==> src/design/art_pkg.sv <==
// ----------------------------------------------------------------------------
// Axis rotation transform package
// Shared types and constants for the elementary axis rotation block: the
// transfer payloads, axis codes, fixed-point widths and the arctangent table.
// ----------------------------------------------------------------------------
package art_pkg;

    localparam int ANGLE_BITS = 16;
    localparam int COORD_BITS = 16;
    localparam int MAT_BITS   = 16;

    // Internal CORDIC widths: Q1.30 vectors with growth headroom, 32-bit angles.
    localparam int XY_W  = 33;
    localparam int Z_W   = 32;
    localparam int RND_W = XY_W + 1;
    localparam int Q_W   = RND_W - 16;

    localparam int ATAN_MAX = 30;

    localparam logic signed [XY_W-1:0] GAIN_Q30  = 33'sd652032875;
    localparam logic signed [MAT_BITS-1:0] ONE_Q14 = 16'sd16384;
    localparam logic signed [MAT_BITS-1:0] ZERO_Q14 = 16'sd0;
    localparam logic signed [Q_W-1:0] SAT_HI = 18'sd16384;
    localparam logic signed [Q_W-1:0] SAT_LO = -18'sd16384;

    localparam logic [1:0] AXIS_X = 2'd0;
    localparam logic [1:0] AXIS_Y = 2'd1;
    localparam logic [1:0] AXIS_Z = 2'd2;

    localparam logic [1:0] QUAD_0 = 2'd0;
    localparam logic [1:0] QUAD_1 = 2'd1;
    localparam logic [1:0] QUAD_2 = 2'd2;

    // Arctangent of 2^-i in units of 2^-32 turn, rounded to nearest.
    localparam logic [Z_W-1:0] ATAN_TAB [ATAN_MAX] = '{
        32'd536870912, 32'd316933406, 32'd167458907, 32'd85004756, 32'd42667331,
        32'd21354465,  32'd10679838,  32'd5340245,   32'd2670163,  32'd1335087,
        32'd667544,    32'd333772,    32'd166886,    32'd83443,    32'd41722,
        32'd20861,     32'd10430,     32'd5215,      32'd2608,     32'd1304,
        32'd652,       32'd326,       32'd163,       32'd81,       32'd41,
        32'd20,        32'd10,        32'd5,         32'd3,        32'd1
    };

    typedef struct packed {
        logic [1:0]                   axis_select;
        logic [ANGLE_BITS-1:0]        turn_angle;
        logic signed [COORD_BITS-1:0] shift_x;
        logic signed [COORD_BITS-1:0] shift_y;
        logic signed [COORD_BITS-1:0] shift_z;
    } item_t;

    typedef struct packed {
        logic signed [MAT_BITS-1:0]   m00;
        logic signed [MAT_BITS-1:0]   m01;
        logic signed [MAT_BITS-1:0]   m02;
        logic signed [MAT_BITS-1:0]   m10;
        logic signed [MAT_BITS-1:0]   m11;
        logic signed [MAT_BITS-1:0]   m12;
        logic signed [MAT_BITS-1:0]   m20;
        logic signed [MAT_BITS-1:0]   m21;
        logic signed [MAT_BITS-1:0]   m22;
        logic signed [COORD_BITS-1:0] out_x;
        logic signed [COORD_BITS-1:0] out_y;
        logic signed [COORD_BITS-1:0] out_z;
    } result_t;

endpackage

==> src/design/axis_rotation_transform.sv <==
// ----------------------------------------------------------------------------
// Axis rotation transform
// Throughput: one transfer per cycle while result_stall is low; the unrolled CORDIC pipeline sets this.
// Each stage advances independently, so bubbles close up under a result stall.
// Reset (rst_n low, asynchronous) clears every stage valid bit; data is not reset.
// ----------------------------------------------------------------------------
// Forms the rotation block and translation column of a homogeneous transform
// for a rotation about X, Y or Z by a 16-bit binary angle.
// ----------------------------------------------------------------------------
module axis_rotation_transform
    import art_pkg::*;
#(
    parameter int CORDIC_STAGES = 14
)
(
    input  logic    clk,
    input  logic    rst_n,
    input  logic    item_valid,
    output logic    item_stall,
    input  item_t   item,
    output logic    result_valid,
    input  logic    result_stall,
    output result_t result
);

    // Stage map: 0 holds the prepared angle, 1..CORDIC_STAGES hold the state
    // after each micro-rotation, RND_S holds the rounded and quadrant-corrected
    // cosine and sine, OUT_S is the output register.
    localparam int RND_S = CORDIC_STAGES + 1;
    localparam int OUT_S = CORDIC_STAGES + 2;
    localparam int NUM_S = CORDIC_STAGES + 3;

    logic [NUM_S-1:0] valid_reg;
    logic [NUM_S:0]   ready;

    // Payload that rides alongside the CORDIC.
    logic [1:0]                   axis_reg  [0:RND_S];
    logic [1:0]                   quad_reg  [0:CORDIC_STAGES];
    logic signed [COORD_BITS-1:0] sx_reg    [0:RND_S];
    logic signed [COORD_BITS-1:0] sy_reg    [0:RND_S];
    logic signed [COORD_BITS-1:0] sz_reg    [0:RND_S];
    logic signed [XY_W-1:0]       x_reg     [0:CORDIC_STAGES];
    logic signed [XY_W-1:0]       y_reg     [0:CORDIC_STAGES];
    logic signed [Z_W-1:0]        z_reg     [0:CORDIC_STAGES];

    logic signed [MAT_BITS-1:0] cos_reg;
    logic signed [MAT_BITS-1:0] sin_reg;
    result_t                    result_reg;

    // A stage can take a new item when it is empty or its item moves on in
    // the same cycle. The last link is the downstream stall.
    assign ready[NUM_S] = !result_stall;

    for (genvar k = 0; k < NUM_S; k++) begin : g_ready
        assign ready[k] = !valid_reg[k] || ready[k+1];
    end

    assign item_stall   = !ready[0];
    assign result_valid = valid_reg[OUT_S];
    assign result       = result_reg;

    always_ff @(posedge clk or negedge rst_n)
    begin
        if (!rst_n)
        begin
            valid_reg <= '0;
        end
        else
        begin
            if (ready[0])
            begin
                valid_reg[0] <= item_valid;
            end
            for (int k = 1; k < NUM_S; k++)
            begin
                if (ready[k])
                begin
                    valid_reg[k] <= valid_reg[k-1];
                end
            end
        end
    end

    // ------------------------------------------------------------------
    // Stage 0: align the angle to 32 bits and add an eighth of a turn, so
    // the top two bits give the quadrant and the rest a residual angle in
    // [-1/8, 1/8) turn for the CORDIC.
    // ------------------------------------------------------------------
    logic [Z_W-1:0]        angle_next;
    logic signed [Z_W-1:0] z_next;

    always_comb
    begin
        angle_next = {item.turn_angle, {(Z_W - ANGLE_BITS){1'b0}}} + 32'h2000_0000;
        z_next     = signed'({2'b00, angle_next[Z_W-3:0]}) - 32'sh2000_0000;
    end

    always_ff @(posedge clk)
    begin
        if (ready[0])
        begin
            axis_reg[0] <= item.axis_select;
            quad_reg[0] <= angle_next[Z_W-1:Z_W-2];
            sx_reg[0]   <= item.shift_x;
            sy_reg[0]   <= item.shift_y;
            sz_reg[0]   <= item.shift_z;
            x_reg[0]    <= GAIN_Q30;
            y_reg[0]    <= '0;
            z_reg[0]    <= z_next;
        end
    end

    // ------------------------------------------------------------------
    // CORDIC micro-rotations, one per stage. The shifts are arithmetic and
    // so round toward minus infinity.
    // ------------------------------------------------------------------
    for (genvar i = 0; i < CORDIC_STAGES; i++) begin : g_iter
        logic signed [XY_W-1:0] x_next;
        logic signed [XY_W-1:0] y_next;
        logic signed [Z_W-1:0]  zi_next;
        logic signed [Z_W-1:0]  atan_step;

        always_comb
        begin
            atan_step = signed'(ATAN_TAB[i]);
            if (!z_reg[i][Z_W-1])
            begin
                x_next  = x_reg[i] - (y_reg[i] >>> i);
                y_next  = y_reg[i] + (x_reg[i] >>> i);
                zi_next = z_reg[i] - atan_step;
            end
            else
            begin
                x_next  = x_reg[i] + (y_reg[i] >>> i);
                y_next  = y_reg[i] - (x_reg[i] >>> i);
                zi_next = z_reg[i] + atan_step;
            end
        end

        always_ff @(posedge clk)
        begin
            if (ready[i+1])
            begin
                axis_reg[i+1] <= axis_reg[i];
                quad_reg[i+1] <= quad_reg[i];
                sx_reg[i+1]   <= sx_reg[i];
                sy_reg[i+1]   <= sy_reg[i];
                sz_reg[i+1]   <= sz_reg[i];
                x_reg[i+1]    <= x_next;
                y_reg[i+1]    <= y_next;
                z_reg[i+1]    <= zi_next;
            end
        end
    end

    // ------------------------------------------------------------------
    // Round Q1.30 to Q1.14 (add half an LSB, floor), clamp to +/-1.0, then
    // fold in the quadrant by swapping and negating cosine and sine.
    // ------------------------------------------------------------------
    logic signed [RND_W-1:0]    xr_sum;
    logic signed [RND_W-1:0]    yr_sum;
    logic signed [Q_W-1:0]      xr_q;
    logic signed [Q_W-1:0]      yr_q;
    logic signed [MAT_BITS-1:0] cr;
    logic signed [MAT_BITS-1:0] sr;
    logic signed [MAT_BITS-1:0] cos_next;
    logic signed [MAT_BITS-1:0] sin_next;

    always_comb
    begin
        xr_sum = RND_W'(x_reg[CORDIC_STAGES]) + RND_W'(32768);
        yr_sum = RND_W'(y_reg[CORDIC_STAGES]) + RND_W'(32768);
        xr_q   = xr_sum[RND_W-1:16];
        yr_q   = yr_sum[RND_W-1:16];

        if (xr_q > SAT_HI)
            cr = ONE_Q14;
        else if (xr_q < SAT_LO)
            cr = -ONE_Q14;
        else
            cr = xr_q[MAT_BITS-1:0];

        if (yr_q > SAT_HI)
            sr = ONE_Q14;
        else if (yr_q < SAT_LO)
            sr = -ONE_Q14;
        else
            sr = yr_q[MAT_BITS-1:0];

        case (quad_reg[CORDIC_STAGES])
            QUAD_0:
            begin
                cos_next = cr;
                sin_next = sr;
            end
            QUAD_1:
            begin
                cos_next = -sr;
                sin_next = cr;
            end
            QUAD_2:
            begin
                cos_next = -cr;
                sin_next = -sr;
            end
            default:
            begin
                cos_next = sr;
                sin_next = -cr;
            end
        endcase
    end

    always_ff @(posedge clk)
    begin
        if (ready[RND_S])
        begin
            axis_reg[RND_S] <= axis_reg[CORDIC_STAGES];
            sx_reg[RND_S]   <= sx_reg[CORDIC_STAGES];
            sy_reg[RND_S]   <= sy_reg[CORDIC_STAGES];
            sz_reg[RND_S]   <= sz_reg[CORDIC_STAGES];
            cos_reg         <= cos_next;
            sin_reg         <= sin_next;
        end
    end

    // ------------------------------------------------------------------
    // Matrix assembly. Start from the identity and place cosine and sine
    // according to the axis; the unused axis code keeps the identity.
    // ------------------------------------------------------------------
    result_t result_next;

    always_comb
    begin
        result_next       = '0;
        result_next.m00   = ONE_Q14;
        result_next.m01   = ZERO_Q14;
        result_next.m02   = ZERO_Q14;
        result_next.m10   = ZERO_Q14;
        result_next.m11   = ONE_Q14;
        result_next.m12   = ZERO_Q14;
        result_next.m20   = ZERO_Q14;
        result_next.m21   = ZERO_Q14;
        result_next.m22   = ONE_Q14;
        result_next.out_x = sx_reg[RND_S];
        result_next.out_y = sy_reg[RND_S];
        result_next.out_z = sz_reg[RND_S];

        case (axis_reg[RND_S])
            AXIS_X:
            begin
                result_next.m11 = cos_reg;
                result_next.m12 = -sin_reg;
                result_next.m21 = sin_reg;
                result_next.m22 = cos_reg;
            end
            AXIS_Y:
            begin
                result_next.m00 = cos_reg;
                result_next.m02 = sin_reg;
                result_next.m20 = -sin_reg;
                result_next.m22 = cos_reg;
            end
            AXIS_Z:
            begin
                result_next.m00 = cos_reg;
                result_next.m01 = -sin_reg;
                result_next.m10 = sin_reg;
                result_next.m11 = cos_reg;
            end
            default:
            begin
                result_next.m00 = ONE_Q14;
            end
        endcase
    end

    always_ff @(posedge clk)
    begin
        if (ready[OUT_S])
        begin
            result_reg <= result_next;
        end
    end

    // ------------------------------------------------------------------
    // Assertions
    // ------------------------------------------------------------------

    // The input is held off only when every stage is full and the output is blocked.
    a_stall_only_when_full: assert property (@(posedge clk) disable iff (!rst_n)
        item_stall |-> ((&valid_reg) && result_stall))
        else $error("input stalled while the pipeline has room");

    // Rounded cosine and sine stay within +/-1.0 in Q1.14.
    a_trig_range: assert property (@(posedge clk) disable iff (!rst_n)
        valid_reg[RND_S] |-> (cos_reg <= ONE_Q14 && cos_reg >= -ONE_Q14 &&
                              sin_reg <= ONE_Q14 && sin_reg >= -ONE_Q14))
        else $error("cosine or sine out of range");

    // The diagonal entry of the rotation axis is fixed at 1.0, so at least one
    // diagonal entry of a delivered matrix is always 1.0.
    a_diag_one: assert property (@(posedge clk) disable iff (!rst_n)
        result_valid |-> (result.m00 == ONE_Q14 || result.m11 == ONE_Q14 ||
                          result.m22 == ONE_Q14))
        else $error("rotation matrix has no unit axis");

    // An item that leaves the output stage was replaced or the stage emptied.
    a_output_advance: assert property (@(posedge clk) disable iff (!rst_n)
        (result_valid && !result_stall && !valid_reg[RND_S]) |=> !result_valid)
        else $error("result repeated after transfer");

endmodule

==> config.mk <==
export PLATFORM = sky130hd
export DESIGN_NAME = axis_rotation_transform
export DESIGN_NICKNAME = d
export VERILOG_FILES = /design/src/design/art_pkg.sv /design/src/design/axis_rotation_transform.sv
export SDC_FILE = /design/constraint.sdc
export NUM_CORES = 2
export LEC_CHECK = 0
export BUFFER_PORTS_ARGS = -buffer_cell sky130_fd_sc_hd__buf_4
export CAP_MARGIN = 20
export CELL_PAD_IN_SITES_DETAIL_PLACEMENT = 0
export CELL_PAD_IN_SITES_GLOBAL_PLACEMENT = 1
export CORE_MARGIN = 2
export CORE_UTILIZATION = 47
export DETAILED_ROUTE_END_ITERATION = 7
export PLACE_DENSITY_LB_ADDON = 0.05
export SLEW_MARGIN = 10
export SYNTH_ARGS = -nofsm -noshare
export SYNTH_HDL_FRONTEND = slang
export SYNTH_SLANG_ARGS = --single-unit
==> constraint.sdc <==
create_clock -name clk -period 14.4 [get_ports clk]
set_input_delay 2.16 -clock clk [delete_from_list [all_inputs] [get_ports clk]]
set_output_delay 2.16 -clock clk [all_outputs]
set_load 0.005 [all_outputs]
# ---- Word level (Yosys, flattened, before mapping)
# Memory sizes are Yosys's and may differ from the RTL's. A register that Yosys moved wholly into a read port is not among the register bits.
# Cells that the tools add are included.
dict set report totals {
  register_bits 193
  latch_bits 0
  ramBits 2300
  romBits 0
  mem_count 8
}
# name depth word_bits rd rd_ports_with_merged_regs write_ports line
set mem_list {}
lappend mem_list {x_reg 15 33 15 0 15 axis_rotation_transform.sv:42} ;# logic signed [XY_W-1:0] x_reg [0:CORDIC_STAGES];
lappend mem_list {y_reg 15 33 15 0 15 axis_rotation_transform.sv:43} ;# logic signed [XY_W-1:0] y_reg [0:CORDIC_STAGES];
lappend mem_list {z_reg 15 32 14 0 15 axis_rotation_transform.sv:44} ;# logic signed [Z_W-1:0] z_reg [0:CORDIC_STAGES];
lappend mem_list {sx_reg 16 16 16 1 16 axis_rotation_transform.sv:39} ;# logic signed [COORD_BITS-1:0] sx_reg [0:RND_S];
lappend mem_list {sy_reg 16 16 16 1 16 axis_rotation_transform.sv:40} ;# logic signed [COORD_BITS-1:0] sy_reg [0:RND_S];
lappend mem_list {sz_reg 16 16 16 1 16 axis_rotation_transform.sv:41} ;# logic signed [COORD_BITS-1:0] sz_reg [0:RND_S];
lappend mem_list {{+2 memories} - - - - - -}
dict set report op_classes {
  addsub 90
  n_mul 0
  n_div 0
  n_lt_le_gt_ge 4
  eq_ne 4
  shifts 0
  muxes 80
  bitwise 0
  n_reduce_logical 41
}
# op count
set ops {}
lappend ops {{$mux W33} 28}
lappend ops {{$mux W32} 14}
lappend ops {{$pmux W16 S3} 2}
lappend ops {{$add A33 B17 Y34 const B} 2}
lappend ops {{$add A33 B20 Y33} 2}
lappend ops {{$add A33 B21 Y33} 2}
lappend ops {{$add A33 B22 Y33} 2}
lappend ops {{$add A33 B23 Y33} 2}
lappend ops {{$add A33 B24 Y33} 2}
lappend ops {{$add A33 B25 Y33} 2}
lappend ops {{$add A33 B26 Y33} 2}
lappend ops {{$add A33 B27 Y33} 2}
lappend ops {{$add A33 B28 Y33} 2}
lappend ops {{$add A33 B29 Y33} 2}
lappend ops {{$add A33 B30 Y33} 2}
lappend ops {{$add A33 B31 Y33} 2}
lappend ops {{$add A33 B32 Y33} 2}
lappend ops {{$sub A33 B20 Y33} 2}
lappend ops {{$sub A33 B21 Y33} 2}
lappend ops {{$sub A33 B22 Y33} 2}
lappend ops {{$sub A33 B23 Y33} 2}
lappend ops {{$sub A33 B24 Y33} 2}
lappend ops {{$sub A33 B25 Y33} 2}
lappend ops {{$sub A33 B26 Y33} 2}
lappend ops {{48 further kinds} 133}

# ---- Logic depth before layout (Yosys ltp)
dict set report depth {
  depth_word 20
  depth_mapped 22
  mapped_depth_nobuf 21
}

# ---- Least setup slack after synthesis
# No wires, ideal clock.
dict set report synth_timing {
  kind {input to output}
  start {in result_stall}
  end {out item_stall}
  t_arrival_ns 13.501
  t_required_ns 12.240
  slack_ns -1.261
  cell_stages 10
  n_path_buf 0
  cell_sequence {and3_1 -> inv_1 -> nor2_1 -> and2_1 -> inv_1 -> nor3_1 -> nand3_1 -> nor2_1 -> nand3_1 -> inv_1}
}
dict set report synth_via {
  elab_chain_len 19
}
# item line
set synth_rtl {}
lappend synth_rtl {{start, declared} axis_rotation_transform.sv:22} ;# input logic result_stall,
lappend synth_rtl {{$logic_not A1 Y1} axis_rotation_transform.sv:52} ;# assign ready[NUM_S] = !result_stall;
lappend synth_rtl {{$logic_or A1 B1 Y1 (2 in series)} axis_rotation_transform.sv:55} ;# assign ready[k] = !valid_reg[k] || ready[k+1];
lappend synth_rtl {{via ready[15]} axis_rotation_transform.sv:34} ;# logic [NUM_S:0] ready;
lappend synth_rtl {{$logic_or A1 B1 Y1 (4 in series)} axis_rotation_transform.sv:55}
lappend synth_rtl {{via ready[11]} axis_rotation_transform.sv:34}
lappend synth_rtl {{$logic_or A1 B1 Y1 (8 in series)} axis_rotation_transform.sv:55}
lappend synth_rtl {{via ready[3]} axis_rotation_transform.sv:34}
lappend synth_rtl {{$logic_or A1 B1 Y1 (3 in series)} axis_rotation_transform.sv:55}
lappend synth_rtl {{$logic_not A1 Y1} axis_rotation_transform.sv:58} ;# assign item_stall = !ready[0];
lappend synth_rtl {{end, declared} axis_rotation_transform.sv:19} ;# output logic item_stall,
# The timed path passes the listed nets, and every way through them passes these cells.

# ---- Final worst setup path
# Same ends and word-level chain as after synthesis.

==> flow_summary.yaml <==
outcome:
  status: "finished clean"
drt:
  num_vias: 89700
  wl_per_cell_um: 20.4
  topRoutingLayerUsed: "met4"
  drt-total-wl_um: 330000
  met3_length_um: 11300
  m1WireLength_um: 150000
  antenna_left: 0
  firstDrtPassIters: 6
  routed_via_density: 5.56
  drt_iter0_drc: 5739
  drc: 0
  wl_met2_um: 160000
placement:
  dp_hpwl_um: 258000
  numPortBuffers: 263
  gp_congestion: 0.914
  dp.cells: 15700
global_route:
  grt_pass1_wl_um: 510000
  antenna_found_initial: 5
  grt_max_degree: 90
  track_usage_pct: 22.4
  grt_pass1_vias: 87700
  gr-total-overflow: 0
critical_path:
  critPathKind: "input pin to output port"
  cp_max_fo: 56
  critPathArrivalTime_ns: 5.70
  cpMaxStageDelayCell: "nor2_1"
  cp.buffers_inverters: 6
  cp-end-kind: "output port"
  r2r-start: "y_reg[1][116]"
  required_ns: 12.24
  crit_top_cell: "buf_4"
  slowest_delay_ns: 0.55
  critical_path.cell_chain: "buf_4 -> and3_1 -> inv_4 -> nor2_1 -> and2_1 -> inv_6 -> nor3_1 -> buf_4 -> nand3_4 -> nor2_1 -> nand3_4 -> inv_1 -> buf_4"
  cp-startpoint: "result_stall"
  crit_family: "simple AND/OR/NAND/NOR gates"
  start_kind: "input pin"
logic_synthesis:
  ys_warn_count: 0
  syn-mean-instance-area_um2: 11.4
  netlist_instances: 11800
  synth_edf_count: 2231
  synth_flop_cell: "edfxtp_1"
  synth_top_area_share_pct: 50.0
  synthTopCellsByCount: "edfxtp_1, ha_1, a21oi_1, xnor2_1, nor2_1"
  synthTopCellsByArea: "edfxtp_1, ha_1, xnor2_1, a21oi_1, xor2_1"
  async_flop_share_pct: 0.756
  ys_seq_area_share_pct: 50.3
  synth_cell_types: 106
  ys_seq_elements: 2248
  syn-cell-area_um2: 134000
  yosysTopAreaCell: "edfxtp_1"
  synth_most_common_cell: "edfxtp_1"
clocking:
  clk_path_buf_depth: 4
  cts_setup_buffers: 0
  clk_pin_slew_ns: 0.06
  clk_latency_ns: 0.94
  htree_levels: 4
  postCtsHoldBufs: 0
  cts_resized: 0
  clock_tree.root_cell: "clkbuf_16"
  cts_tree: "built"
  numCtsBuffers: 242
  cts.sinks: 2248
die:
  core_um2: 284000
  start_util_pct: 47.1
  die_x_um: 538
  io_pins: 264
  num_rows: 196
  die-area_um2: 289000
  dieHeight_um: 538
timing:
  setup-tns-final_ns: 0
  fin_worst_skew_ns: 0.119
  max_freq_mhz: 127
  finalCritPeriodShare_pct: 54.6
  worst_slew_pin_slew_ns: 1.11
  relSlewSlack_pct: 26.3
  hold_ws_ns: 0.382
  setup_viol: 0
  slew_viol_final: 0
  grt_setup_unrepaired: "no"
  fin_crit_ns: 7.86
  hold_viol: 0
job:
  drv_cap: 0
cells_and_area:
  instances_no_fill: 16100
  area_delta_synth_final_pct: 11.1
  largest_register_ffs: 414
  drive_above_1_share_pct: 7.09
  fin_nets: 13400
  num-fill-cells: 24500
worst_hold_path:
  hold_class: "register to register"
  min-delay-start: "sz_reg[12][12]"
==> metal layers <==
| layer | vias up | track usage (%) |
|---|---|---|
| li1 | 44700 | - |
| met1 | 42900 | 30.1 |
| met2 | 1639 | 38.8 |
| met3 | 411 | 2.07 |
| met4 | 0 | 5.85 |
| met5 | - | 0 |
==> stage by stage <==
| step | setup WS, ns | util [%] | instance area [µm²] |
|---|---|---|---|
| 3_3_place_gp | 6.30 | 49.4 | 141000 |
| 2_1_floorplan | 0.459 | - | 134000 |
| 6_report | 6.54 | 52.4 | 149000 |
| 3_5_place_dp | 6.33 | 49.4 | 141000 |
| 5_1_grt | 6.19 | 52.4 | 149000 |
| 4_1_cts | 6.29 | 52.3 | 149000 |
==> cells by family (layout without fill, tap and decap cells) <==
group	Yosys count	after routing	synth area share [%]
mux	91	91	0.717
simple gates	2934	2934	10.8
xor+xnor	1576	1576	10.3
compound gates	3077	3077	14.8
flops	2248	2248	50.3
fa+ha+maj	1174	1174	11.1
buf+inv	659	1269	1.88
other cells	2	12	0.00560
==> final timing paths <==
kind | endpoint | slack, ns | cells past startpoint
max | item_stall | 6.54 | 13
min | sz_reg[13][12] | 0.38 | 0
max reg2reg | x_reg[1][163] | 8.66 | 18
min reg2reg | sz_reg[13][12] | 0.38 | 0
max in group asynchronous | valid_reg[16] | 12.92 | 1
min in group asynchronous | valid_reg[2] | 1.19 | 1
==> worst reg2reg max path, cell delays in order, from the launching register on <==
cell	delay [ns]
edfxtp_1	0.50
or3_1	0.46
nor4_1	0.69
nand2_1	0.17
nor2_1	0.22
nor2_1	0.08
xnor2_1	0.16
ha_1	0.35
a21o_1	0.21
a21oi_1	0.18
o21bai_1	0.08
a21o_1	0.18
a221o_1	0.33
a31oi_1	0.45
o21ai_0	0.27
a2111oi_0	0.71
o31ai_1	0.17
a21oi_1	0.20
xnor2_1	0.08
==> cells in the final DEF, fill, tap and decap left out, types with 51 or more instances in the layout <==
| cell type | n |
|---|---|
| a211oi_1 | 92 |
| a21o_1 | 493 |
| a21oi_1 | 1051 |
| a31oi_1 | 112 |
| and2_1 | 187 |
| and3_1 | 93 |
| buf_4 | 325 |
| clkbuf_16 | 245 |
| edfxtp_1 | 2231 |
| ha_1 | 1141 |
| inv_1 | 474 |
| mux2i_1 | 51 |
| nand2_1 | 439 |
| nand2b_1 | 183 |
| nand3_1 | 154 |
| nand4_1 | 54 |
| nor2_1 | 968 |
| nor2b_1 | 159 |
| nor3_1 | 317 |
| nor4_1 | 84 |
| o21a_1 | 228 |
| o21ai_0 | 442 |
| o21bai_1 | 127 |
| or3_1 | 97 |
| xnor2_1 | 1044 |
| xor2_1 | 532 |
==> area by class of cell <==
type                            instances  area [µm²]  area share (%)
Clock inverter                        166        1830            1.23
Tap cell                             3762        4710            3.16
Antenna cell                            3        7.51         0.00504
Multi-Input combinational cell       8861       64200            43.1
Sequential cell                      2248       67400            45.3
Clock buffer                          287        6350            4.26
Inverter                              482        1840            1.23
Timing Repair Buffer                  334        2610            1.76
Power is not shown: default switching activity piles up to over one toggle a cycle in this logic, so the estimate is an artifact.
